**config.mk**
```make
export PLATFORM = sky130hd
export DESIGN_NAME = sentence_checksum_check_top
export DESIGN_NICKNAME = d
export VERILOG_FILES = /design/src/hdl/sck_pkg.sv /design/src/hdl/sck_parser.sv /design/src/hdl/sck_out_buf.sv /design/src/hdl/sentence_checksum_check_top.sv
export SDC_FILE = /design/constraint.sdc
export NUM_CORES = 1
export LEC_CHECK = 0
export BUFFER_PORTS_ARGS = -buffer_cell sky130_fd_sc_hd__buf_2
export CORE_ASPECT_RATIO = 2
export CORE_UTILIZATION = 60
export DETAILED_ROUTE_END_ITERATION = 12
export HOLD_SLACK_MARGIN = 0.08
export PLACE_DENSITY_LB_ADDON = 0.1
export REMOVE_ABC_BUFFERS = 1
export SYNTH_ARGS = -nofsm -noshare
export SYNTH_HDL_FRONTEND = slang
export SYNTH_SLANG_ARGS = --single-unit
```
**constraint.sdc**
```tcl
create_clock -name clock -period 7.25 [get_ports clock]
set_input_delay 1.45 -clock clock [delete_from_list [all_inputs] [get_ports clock]]
set_output_delay 1.45 -clock clock [all_outputs]
set_load 0.005 [all_outputs]
```
**src/hdl/sck_pkg.sv**
```systemverilog
// types, character codes and helpers shared by the sentence checksum checker
`timescale 1ns / 1ps
`default_nettype none

package sck_pkg;

   localparam logic [7:0] STAR_CHAR     = 8'h2A;
   localparam logic [7:0] ZERO_CHAR     = 8'h30;
   localparam logic [1:0] HEX_CHARS_MAX = 2'd2;

   typedef enum logic [2:0] {
      PH_START = 3'b001,
      PH_BODY  = 3'b010,
      PH_AFTER = 3'b100
   } phase_type;

   typedef struct packed {
      logic       sentence_ok;
      logic [7:0] computed_sum;
      logic [7:0] received_sum;
      logic       star_seen;
   } result_type;

   typedef struct packed {
      logic       valid;
      logic [3:0] value;
   } hex_digit_type;

   function automatic hex_digit_type hex_digit(input logic [7:0] c);
      hex_digit_type d;
      d.valid = 1'b1;
      d.value = 4'd0;
      if (c >= 8'h30 && c <= 8'h39) begin
         d.value = c[3:0];
      end else if ((c >= 8'h61 && c <= 8'h66) || (c >= 8'h41 && c <= 8'h46)) begin
         // letters a-f / A-F: low nibble 1..6 maps to 10..15
         d.value = c[3:0] + 4'd9;
      end else begin
         d.valid = 1'b0;
      end
      return d;
   endfunction

endpackage

`default_nettype wire

```
**src/hdl/sck_parser.sv**
```systemverilog
// per-sentence parse state, running xor and hex field decode
`timescale 1ns / 1ps
`default_nettype none

module sck_parser (
   input  wire logic              clock,
   input  wire logic              reset,
   input  wire logic              accept,
   input  wire logic [7:0]        data_byte,
   input  wire logic              last_byte,
   output logic                   result_push,
   output sck_pkg::result_type    result
);
   import sck_pkg::*;

   phase_type     phase_ff, phase_in, phase_nx;
   logic [7:0]    xor_ff, xor_in, xor_nx;
   logic [1:0]    count_ff, count_in, count_nx;
   logic [7:0]    hex_ff, hex_in, hex_nx;
   logic          ended_ff, ended_in, ended_nx;
   logic          zeros_ff, zeros_in, zeros_nx;
   hex_digit_type digit;
   logic          star;

   assign digit = hex_digit(data_byte);

   always_comb begin
      phase_nx = phase_ff;
      xor_nx   = xor_ff;
      count_nx = count_ff;
      hex_nx   = hex_ff;
      ended_nx = ended_ff;
      zeros_nx = zeros_ff;
      unique case (phase_ff)
         PH_START: begin
            phase_nx = PH_BODY;
         end
         PH_BODY: begin
            if (data_byte == STAR_CHAR) begin
               phase_nx = PH_AFTER;
            end else begin
               xor_nx = xor_ff ^ data_byte;
            end
         end
         PH_AFTER: begin
            if (count_ff < HEX_CHARS_MAX) begin
               count_nx = count_ff + 2'd1;
               if (data_byte != ZERO_CHAR) begin
                  zeros_nx = 1'b0;
               end
               if (!ended_ff) begin
                  if (digit.valid) begin
                     hex_nx = {hex_ff[3:0], digit.value};
                  end else begin
                     ended_nx = 1'b1;
                  end
               end
            end
         end
         default: begin
            phase_nx = PH_START;
         end
      endcase
   end

   // result is formed from the state after this byte
   always_comb begin
      star = (phase_nx == PH_AFTER);
      result.sentence_ok  = star && (count_nx != 2'd0) &&
                            ((count_nx == HEX_CHARS_MAX && zeros_nx) || (hex_nx == xor_nx));
      result.computed_sum = xor_nx;
      result.received_sum = hex_nx;
      result.star_seen    = star;
   end

   assign result_push = accept && last_byte;

   always_comb begin
      phase_in = phase_ff;
      xor_in   = xor_ff;
      count_in = count_ff;
      hex_in   = hex_ff;
      ended_in = ended_ff;
      zeros_in = zeros_ff;
      if (accept) begin
         if (last_byte) begin
            phase_in = PH_START;
            xor_in   = 8'd0;
            count_in = 2'd0;
            hex_in   = 8'd0;
            ended_in = 1'b0;
            zeros_in = 1'b1;
         end else begin
            phase_in = phase_nx;
            xor_in   = xor_nx;
            count_in = count_nx;
            hex_in   = hex_nx;
            ended_in = ended_nx;
            zeros_in = zeros_nx;
         end
      end
   end

   always_ff @(posedge clock) begin
      if (reset) begin
         phase_ff <= PH_START;
         xor_ff   <= 8'd0;
         count_ff <= 2'd0;
         hex_ff   <= 8'd0;
         ended_ff <= 1'b0;
         zeros_ff <= 1'b1;
      end else begin
         phase_ff <= phase_in;
         xor_ff   <= xor_in;
         count_ff <= count_in;
         hex_ff   <= hex_in;
         ended_ff <= ended_in;
         zeros_ff <= zeros_in;
      end
   end

endmodule

`default_nettype wire

```
**src/hdl/sck_out_buf.sv**
```systemverilog
// result register with one skid entry
`timescale 1ns / 1ps
`default_nettype none

module sck_out_buf (
   input  wire logic              clock,
   input  wire logic              reset,
   input  wire logic              push,
   input  wire sck_pkg::result_type push_data,
   output logic                   full,
   output logic                   rsp_valid,
   input  wire logic              rsp_stall,
   output sck_pkg::result_type    rsp_data
);
   import sck_pkg::*;

   logic       main_valid_ff, main_valid_in;
   logic       skid_valid_ff, skid_valid_in;
   result_type main_ff, main_in;
   result_type skid_ff, skid_in;
   logic       pop;

   assign pop = main_valid_ff && !rsp_stall;

   always_comb begin
      main_valid_in = main_valid_ff;
      skid_valid_in = skid_valid_ff;
      main_in       = main_ff;
      skid_in       = skid_ff;
      if (skid_valid_ff) begin
         // input side is stalled while the skid entry is occupied
         if (pop) begin
            main_in       = skid_ff;
            skid_valid_in = 1'b0;
         end
      end else if (push) begin
         if (!main_valid_ff || pop) begin
            main_in       = push_data;
            main_valid_in = 1'b1;
         end else begin
            skid_in       = push_data;
            skid_valid_in = 1'b1;
         end
      end else if (pop) begin
         main_valid_in = 1'b0;
      end
   end

   always_ff @(posedge clock) begin
      if (reset) begin
         main_valid_ff <= 1'b0;
         skid_valid_ff <= 1'b0;
      end else begin
         main_valid_ff <= main_valid_in;
         skid_valid_ff <= skid_valid_in;
      end
   end

   always_ff @(posedge clock) begin
      main_ff <= main_in;
      skid_ff <= skid_in;
   end

   assign full      = skid_valid_ff;
   assign rsp_valid = main_valid_ff;
   assign rsp_data  = main_ff;

endmodule

`default_nettype wire

```
**src/hdl/sentence_checksum_check_top.sv**
```systemverilog
// top level of the sentence checksum checker
// takes one sentence character per transfer on the req_ channel, the final character
// flagged by req_last_byte. the first character (start marker) is skipped, the rest up
// to the first '*' are xored, and up to two characters after the '*' are decoded as a
// hex value (either case, a non-hex character ends it). one rsp_ transfer follows each
// final character: sentence_ok is set when a star was found, at least one character
// follows it, and the characters are "00" or the value equals the xor. a character is
// taken every cycle unless req_stall is high; the verdict is formed from the parse state
// and the final character and captured by the output register, or by the skid entry while
// that register is held. a two-entry output buffer lets input keep flowing while a result
// waits, and req_stall rises only when both entries are held
`timescale 1ns / 1ps
`default_nettype none

module sentence_checksum_check_top (
   input  wire logic       clock,
   input  wire logic       reset,
   // input character channel
   input  wire logic       req_valid,
   output logic            req_stall,
   input  wire logic [7:0] req_data_byte,
   input  wire logic       req_last_byte,
   // result channel
   output logic            rsp_valid,
   input  wire logic       rsp_stall,
   output logic            rsp_sentence_ok,
   output logic [7:0]      rsp_computed_sum,
   output logic [7:0]      rsp_received_sum,
   output logic            rsp_star_seen
);
   import sck_pkg::*;

   logic       accept;
   logic       result_push;
   logic       buf_full;
   result_type result;
   result_type rsp_data;

   // a transfer on the input side
   assign accept    = req_valid && !req_stall;
   assign req_stall = buf_full;

   sck_parser u_parser (
      .clock       (clock),
      .reset       (reset),
      .accept      (accept),
      .data_byte   (req_data_byte),
      .last_byte   (req_last_byte),
      .result_push (result_push),
      .result      (result)
   );

   // output register plus skid entry
   sck_out_buf u_out_buf (
      .clock     (clock),
      .reset     (reset),
      .push      (result_push),
      .push_data (result),
      .full      (buf_full),
      .rsp_valid (rsp_valid),
      .rsp_stall (rsp_stall),
      .rsp_data  (rsp_data)
   );

   assign rsp_sentence_ok  = rsp_data.sentence_ok;
   assign rsp_computed_sum = rsp_data.computed_sum;
   assign rsp_received_sum = rsp_data.received_sum;
   assign rsp_star_seen    = rsp_data.star_seen;

endmodule

`default_nettype wire
```
==> reports/qor_table.md, run 1 <==
| Stage | Result | This run |
| --- | --- | --- |
| setup path | Crit-path slowest cell | sky130_fd_sc_hd__or3b_2 |
| cells and area | Final antenna diode count | 0 |
| power and ir drop | Power consumption | 0.729 mW |
| clock network | Clock-pin slew on the worst setup and hold paths | 70 ps |
| routing | Detail Route Antenna Nets | 0 |
| status | Result of the run | complete, no violations |
| routing | Via density | 5.97 |
| routing | Mean routed wirelength per cell | 17.9 µm |
| floorplan | Number of top-level pins | 33 |
| yosys | Share of flip-flops with an asynchronous set or reset after synthesis | 0% |
| clock network | TritonCTS clock tree | done |
| clock network | Number of buffers between clock root and the deepest sink | 2 |
| yosys | Prevailing post-synth register cell | sky130_fd_sc_hd__edfxtp_1 |
| setup path | Element type at the critical path end | flip-flop |
| clock network | PostCTS Resize Cnt | 0 |
| timing | Max-slew violation total from the final report | 0 |
| placement | Total of buffers placed on input and output ports | 32 |
| yosys | Portion of synthesized cell area occupied by the leading cell type | 37.2% |
| yosys | Sequential-to-total area share from yosys stat | 54.5% |
| grt | Remaining global-route overflow | 0 |
| timing | Transition time at the pin with the least slew margin | 1160 ps |
| cells and area | Post-route core utilization | 71.1% |
| placement | Routability-driven placement congestion ratio | 0.898 |
| setup path | Startpoint Class | input port |
| placement | Estimated wirelength of the detail-placed design | 4140 µm |
| power and ir drop | PD cells | 221 nW/µm² |
| timing | Setup violators final | 0 |
| yosys | Avg Synthesized Cell Area | 11.4 µm² |
| clock network | Worst skew pair latency | 340 ps |
| timing | Setup skew after layout | 6.21 ps |
| clock network | Post-CTS setup repair buffer count | 0 |
| floorplan | Starting Density | 62.6% |
| cells and area | Commonest non-fill, non-tap cells in the layout | 36 x sky130_fd_sc_hd__edfxtp_1, 32 x sky130_fd_sc_hd__buf_2, 27 x sky130_fd_sc_hd__nor2_1 |
| timing | Setup TNS | 0 ps |
| clock network | Number of clock sinks | 61 |
| cells and area | Fraction of final layout cells with drive strength greater than 1 | 25.7% |
| routing | DRC violation total after the first TritonRoute iteration | 66 |
| yosys | Post-synth cell types | 48 |
| floorplan | Area of the core | 4640 µm² |
| setup path | CP Data Required Time | 7340 ps |
| cells and area | Net count, final | 305 |
| routing | Post-route DRC | 0 |
| timing | Hold slack | 475 ps |
| yosys | Cell Area, Synth | 2900 µm² |
| cells and area | Fill count | 355 |
| timing | Final hold vios | 0 |
| routing | Number of search-and-repair iterations in the first detailed-routing pass | 4 |
| grt | Largest net degree at the start of global routing | 26 |
| timing | Final period demand of the worst path | 4200 ps |
| timing | RSZ-0062 raised after global routing | no |
| power and ir drop | Worst vdd ir | 0.339 mV |
| setup path | Crit Path Category | input port to flip-flop |
| clock network | Number of buffers created by CTS | 9 |
| floorplan | Cell row count | 35 |
| grt | GRT Overall Usage | 27.3% |
| grt | Antenna violations before repair | 0 |
| setup path | Cell chain of the critical path | buf_2 -> inv_1 -> ha_1 -> or3b_2 -> o211ai_1 -> a21o_4 -> mux2_4 -> xor2_1 -> nor4_1 -> a31o_1 -> mux2_2 |
| routing | Drt total wl | 6200 µm |
| cells and area | Area grow syn2layout | 13.6% |
| grt | Global-route wire length before repair | 9860 µm |
| floorplan | Die Area | 5140 µm² |
| run | Number of max-capacitance violations reported | 0 |
| cells and area | Most common cell after layout, fill and taps aside | sky130_fd_sc_hd__edfxtp_1 |
| floorplan | Die X | 51.2 µm |
| timing | Relative slew margins | 22.0% |
| grt | Vias in the first global route | 1999 |
| clock network | Cell chosen for the clock root | sky130_fd_sc_hd__clkbuf_8 |
| hold path | Type of the worst min-delay path | flip-flop to flip-flop |
| setup path | Largest fanout on the critical path | 11 |
| routing | Vias | 2071 |
| yosys | Cells taking the most area after synthesis | sky130_fd_sc_hd__edfxtp_1 37%, sky130_fd_sc_hd__dfxtp_1 17%, sky130_fd_sc_hd__mux2_2 7.0%, sky130_fd_sc_hd__a22oi_1 4.4%, sky130_fd_sc_hd__nor2_1 3.5% |
| yosys | Largest area contributor in the netlist | sky130_fd_sc_hd__edfxtp_1 |
| timing | Fmax | 0.238 GHz |
| yosys | Number of synthesized flops with an enable pin | 36 |
| yosys | Register bit count reported by yosys | 61 |
| setup path | Delay of the slowest cell on the worst path | 460 ps |
| yosys | Gate count after technology mapping | 254 |
| setup path | Critical Path AT | 4280 ps |
| power and ir drop | Leakage power summed over all cells | 1.32 nW |
| yosys | Number of warnings printed during yosys synthesis | 0 |
| floorplan | Die Y-Extent | 100 µm |
| clock network | Number of buffers inserted for hold repair after clock tree synthesis | 0 |
| timing | Post-route fraction of the period consumed by the critical path | 57.9% |
| clock network | Maximum level of the CTS H-tree | 3 |
==> path summary, 6_finish.rpt <==
kind,cells past startpoint,endpoint,startpoint,slack [ps]
worst min register to register,1,u_parser.ended_ff,u_parser.ended_ff,470
worst max register to register,8,u_out_buf.rsp_data[17],u_parser.phase_ff[2],4070
worst max-delay path,11,u_out_buf.rsp_data[17],req_data_byte[1],3050
worst min-delay path,1,u_parser.ended_ff,u_parser.ended_ff,470
==> stage by stage <==
stage          cells  setup slack, ps  instance area, µm²
2_1_floorplan    242             3240                2850
3_3_place_gp     331             2820                3090
3_5_place_dp     331             2780                3090
4_1_cts          347             3120                3300
5_1_grt          347             2980                3300
6_report         347             3050                3300
==> metal layers <==
layer  GRT usage, %  share of wire, %
met2           46.6                53
met1           30.2                40
met4           13.2               2.5
met3           7.88               4.0
met5              0                 0
==> layout make-up <==
type                    count  area [µm²]  share of cell area [%]
clock inverters             6        77.6                    2.35
multi-input cells         173        1240                    37.5
inverters                   8        30.0                   0.910
clock buffers              10         128                    3.87
well taps                  55        68.8                    2.09
flip-flops and latches     61        1580                    47.9
repair buffers             34         175                    5.31
==> critical path, delay by kind of cell <==
family	cells	cell delay [ps]
buffers and inverters	2	260
AND/OR/NAND/NOR	2	550
multiplexers	2	610
adder cells (fa/ha/maj)	1	180
XOR/XNOR	1	210
AO/OA/AOI/OAI	3	1000
==> state kept, by name (all words and copies together), names as in the netlist <==
register	count
u_out_buf.rsp_valid	1
u_out_buf.skid_ff	18
u_parser.zeros_ff	1
u_parser.ended_ff	1
u_out_buf.full	1
u_parser.count_ff	2
u_out_buf.rsp_data	18
u_parser.phase_ff	3
u_parser.xor_ff	8
u_parser.hex_ff	8
==> cells by family (layout without fill, tap and decap cells) <==
family,after synthesis,in the layout,share of synthesized area [%]
and+or+nand+nor,75,75,12.7
DFF,61,61,54.5
AOI/OAI and AO/OA,53,53,13.3
muxes,24,24,9.56
buffers and inverters,20,58,3.02
xor gates and xnor gates,16,16,4.83
adders and majority gates,5,5,2.15
==> where the power goes <==
group	total (mW)	switching (mW)	leakage, nW	internal [mW]
registers	0.373	0.00324	0.558	0.370
logic	0.0380	0.0246	0.660	0.0133
clock network	0.317	0.127	0.105	0.190
==> cells in the mapped netlist, types with 8 or more instances <==
master	number
sky130_fd_sc_hd__a21oi_1	12
sky130_fd_sc_hd__a22oi_1	17
sky130_fd_sc_hd__clkbuf_1	9
sky130_fd_sc_hd__dfxtp_1	25
sky130_fd_sc_hd__edfxtp_1	36
sky130_fd_sc_hd__inv_1	8
sky130_fd_sc_hd__mux2_2	18
sky130_fd_sc_hd__nand2_1	18
sky130_fd_sc_hd__nor2_1	27
sky130_fd_sc_hd__xnor2_1	8
sky130_fd_sc_hd__xor2_1	8
(Power assumes the default switching activity.)
==> run 2, diff against run 1 <==
ABC_AREA = 1   (was default)
CORE_UTILIZATION = 53   (was 60)
clock period = 3.76 ns   (was 7.25 ns; I/O delays follow)
==> reports/qor_table.md, run 2 <==
| Stage | Result | This run | Change |
| --- | --- | --- | --- |
| status | Result of the run | complete, no violations |  |
| placement | Total of buffers placed on input and output ports | 32 | unchanged |
| timing | Post-route fraction of the period consumed by the critical path | 65.1% |  |
| clock network | PostCTS Resize Cnt | 0 | unchanged |
| floorplan | Die Area | 6280 µm² | +22% |
| yosys | Share of flip-flops with an asynchronous set or reset after synthesis | 0% | unchanged |
| setup path | Length in cells of the worst reg-to-reg path | 14 | +6 |
| routing | Via density | 5.21 | -13% |
| yosys | Ranking of synthesized cells by instance count | 137 x sky130_fd_sc_hd__nand2_1, 49 x sky130_fd_sc_hd__inv_1, 36 x sky130_fd_sc_hd__edfxtp_1, 27 x sky130_fd_sc_hd__nand3_1 |  |
| power and ir drop | Worst vdd ir | 0.486 mV | +43% |
| hold path | Worst hold start | u_parser.zeros_ff |  |
| timing | Final period demand of the worst path | 2450 ps |  |
| floorplan | Area of the core | 5710 µm² | +23% |
| setup path | Cell chain of the critical path | buf_2 -> inv_1 -> ha_1 -> nand2_2 -> nor2_2 -> nand2_1 -> nand2_2 -> a21oi_2 -> nand2_1 -> nand2_1 -> nand2_1 -> nand2_1 -> nand2_1 -> nor2_1 -> nand2_1 -> nand2_1 -> nand2_1 -> nor2_2 |  |
| grt | GRT Overall Usage | 24.7% | -2.6 points |
| grt | Remaining global-route overflow | 0 | unchanged |
| routing | Vias | 2597 | +25% |
| clock network | Post-CTS setup repair buffer count | 0 | unchanged |
| timing | Setup TNS | 0 ps | unchanged |
| floorplan | Cell row count | 39 | +11% |
| routing | Number of search-and-repair iterations in the first detailed-routing pass | 4 | unchanged |
| run | Number of max-capacitance violations reported | 0 | unchanged |
| timing | Final hold vios | 0 | unchanged |
| grt | Largest net degree at the start of global routing | 34 | +31% |
| setup path | Startpoint Class | input port |  |
| setup path | Cell repeated most along the worst path | sky130_fd_sc_hd__nand2_1 |  |
| setup path | Crit path depth | 18 | +7 |
| floorplan | Die Y-Extent | 111 µm | +11% |
| placement | Estimated wirelength of the detail-placed design | 4940 µm | +19% |
| yosys | Largest area contributor in the netlist | sky130_fd_sc_hd__edfxtp_1 |  |
| power and ir drop | Power consumption | 1.52 mW | +110% |
| clock network | Clock-pin slew on the worst setup and hold paths | 50 ps | -20 ps |
| clock network | Number of buffers inserted for hold repair after clock tree synthesis | 0 | unchanged |
| setup path | Combined buffer and inverter count along the critical path | 2 | unchanged |
| power and ir drop | Leakage power summed over all cells | 1.60 nW | +21% |
| clock network | TritonCTS clock tree | done |  |
| yosys | Sequential-to-total area share from yosys stat | 50.2% | -4.3 points |
| timing | Setup skew after layout | 4.17 ps | -2.05 ps |
| floorplan | Starting Density | 55.2% | -7.4 points |
| hold path | Type of the worst min-delay path | flip-flop to flip-flop |  |
| clock network | Cell chosen for the clock root | sky130_fd_sc_hd__clkbuf_16 |  |
| routing | Mean routed wirelength per cell | 13.9 µm | -22% |
| grt | Antenna violations before repair | 0 | unchanged |
| grt | Vias in the first global route | 2542 | +27% |
| yosys | Cells taking the most area after synthesis | sky130_fd_sc_hd__edfxtp_1 34%, sky130_fd_sc_hd__nand2_1 16%, sky130_fd_sc_hd__dfxtp_1 16%, sky130_fd_sc_hd__inv_1 5.8%, sky130_fd_sc_hd__nand3_1 4.3% |  |
| placement | Routability-driven placement congestion ratio | 0.892 | -0.75% |
| setup path | Delay of the slowest cell on the worst path | 290 ps | -170 ps |
| hold path | Worst hold path depth | 2 | +1 |
| timing | Fmax | 0.408 GHz |  |
| power and ir drop | PD cells | 419 nW/µm² | +90% |
| timing | Transition time at the pin with the least slew margin | 485 ps | -679 ps |
| timing | Max-slew violation total from the final report | 0 | unchanged |
| routing | Post-route DRC | 0 | unchanged |
| clock network | Number of buffers between clock root and the deepest sink | 2 | unchanged |
| clock network | Number of buffers created by CTS | 9 | unchanged |
| setup path | Critical register-to-register path startpoint | u_parser.phase_ff[2] |  |
| yosys | Register bit count reported by yosys | 61 | unchanged |
| yosys | Gate count after technology mapping | 394 | +55% |
| floorplan | Number of top-level pins | 33 | unchanged |
| cells and area | Area grow syn2layout | 15.2% |  |
| setup path | Critical Path AT | 2640 ps | -1640 ps |
| yosys | Prevailing post-synth register cell | sky130_fd_sc_hd__edfxtp_1 |  |
| routing | DRC violation total after the first TritonRoute iteration | 117 | +77% |
| setup path | Flop2flop setup slack | 1630 ps | -2440 ps |
| setup path | CP Data Required Time | 3950 ps | -3390 ps |
| yosys | Cell Area, Synth | 3150 µm² | +8.5% |
| grt | Global-route wire length before repair | 11600 µm | +17% |
| timing | RSZ-0062 raised after global routing | no |  |
| cells and area | Final antenna diode count | 0 | unchanged |
| setup path | Largest fanout on the critical path | 7 | -4 |
| floorplan | Die X | 56.5 µm | +10% |
| clock network | Maximum level of the CTS H-tree | 3 | unchanged |
| cells and area | Fraction of final layout cells with drive strength greater than 1 | 17.2% | -8.5 points |
| routing | Detail Route Antenna Nets | 0 | unchanged |
| setup path | Capturing point of the worst reg2reg path | u_out_buf.rsp_data[17] |  |
| yosys | Most frequent cell after synthesis | sky130_fd_sc_hd__nand2_1 |  |
| clock network | Worst skew pair latency | 330 ps | about the same |
| timing | Relative slew margins | 67.4% | +45 points |
| timing | Setup violators final | 0 | unchanged |
| yosys | Number of synthesized flops with an enable pin | 36 | unchanged |
| yosys | Portion of synthesized cell area occupied by the leading cell type | 34.3% | -2.9 points |
| routing | Drt total wl | 6930 µm | +12% |
| setup path | Element type at the critical path end | flip-flop |  |
| setup path | Crit Path Category | input port to flip-flop |  |
| setup path | Crit-path slowest cell | sky130_fd_sc_hd__a21oi_2 |  |
| yosys | Avg Synthesized Cell Area | 8.00 µm² | -30% |
| hold path | End of the worst hold path | u_parser.zeros_ff |  |
| cells and area | Commonest non-fill, non-tap cells in the layout | 137 x sky130_fd_sc_hd__nand2_1, 49 x sky130_fd_sc_hd__inv_1, 36 x sky130_fd_sc_hd__edfxtp_1 |  |
| yosys | Number of warnings printed during yosys synthesis | 0 | unchanged |
| setup path | Kind of cell with the highest combined delay on the critical path | simple AND/OR/NAND/NOR gates |  |
| yosys | Post-synth cell types | 28 | -42% |
| clock network | Number of clock sinks | 61 | unchanged |
| cells and area | Net count, final | 450 | +48% |
| cells and area | Most common cell after layout, fill and taps aside | sky130_fd_sc_hd__nand2_1 |  |
run 2: changes by cell type in the layout (fill, tap and decap cells not counted), sizes merged, moves of 17 or more:
| cell | before | now |
|---|---|---|
| mux2 | 21 | 0 |
| nand3 | 4 | 29 |
| o21ai | 5 | 23 |
| nand2 | 18 | 150 |
| inv | 8 | 53 |
| a22oi | 17 | 0 |
run 2: per-layer routing:
layer	part of all wire, %	wire [µm]	GRT usage (%)	vias to the layer above
met2	54	3770	42.5	47
met3	2.7	189	6.07	19
met1	39	2710	25.7	1191
li1	-	-	-	1340
met5	0	0	0	-
met4	3.7	255	16.1	0
run 2: power breakdown:
| part | internal (mW) | total [mW] | switching, mW |
|---|---|---|---|
| sequential | 0.717 | 0.721 | 0.00395 |
| combinational | 0.0288 | 0.0921 | 0.0633 |
| clock | 0.441 | 0.709 | 0.268 |
run 2: metrics by stage:
step,hold WS [ps],area [µm²],setup slack (ps),util (%),std cells
2_1_floorplan,427,3100,1050,-,384
3_3_place_gp,442,3370,1050,59.1,482
3_5_place_dp,463,3370,985,59.1,482
4_1_cts,471,3630,1320,63.6,498
5_1_grt,500,3630,1130,63.6,498
6_report,475,3630,1310,63.6,498
run 2: how the worst max path moves through the flow:
| stage | start | endpoint |
|---|---|---|
| 3_3_place_gp | req_data_byte[0] | u_out_buf.rsp_data[17] |
| 4_1_cts | req_data_byte[0] | u_out_buf.skid_ff[17] |
| 6_report | req_data_byte[1] | u_out_buf.skid_ff[17] |
| 2_1_floorplan | u_out_buf.full | u_out_buf.rsp_data[0] |
| 5_1_grt | req_data_byte[0] | u_out_buf.skid_ff[17] |
| 3_5_place_dp | req_data_byte[0] | u_out_buf.skid_ff[17] |
run 2: logic make-up after synthesis:
| kind of cell | synth area share, % |
|---|---|
| AND/OR/NAND/NOR | 29.3 |
| buffers and inverters | 7.90 |
| flip-flops | 50.2 |
| AO/OA/AOI/OAI | 8.66 |
| XOR/XNOR | 1.95 |
| adder cells (fa/ha/maj) | 1.99 |
run 2: cell type report:
class                      instances  area [µm²]
clock buffer                      13         240
clock inverter                     3        13.8
fill                             532        2080
inverter                          53         199
multi-input combinational        270        1320
sequential                        61        1580
tap                               61        76.3
timing repair buffer              37         198
run 2: tightest hold or removal path, stage by stage, from the launching register on:
cell	delay [ps]
sky130_fd_sc_hd__dfxtp_1	330
sky130_fd_sc_hd__a21oi_1	60
sky130_fd_sc_hd__nand2_1	50
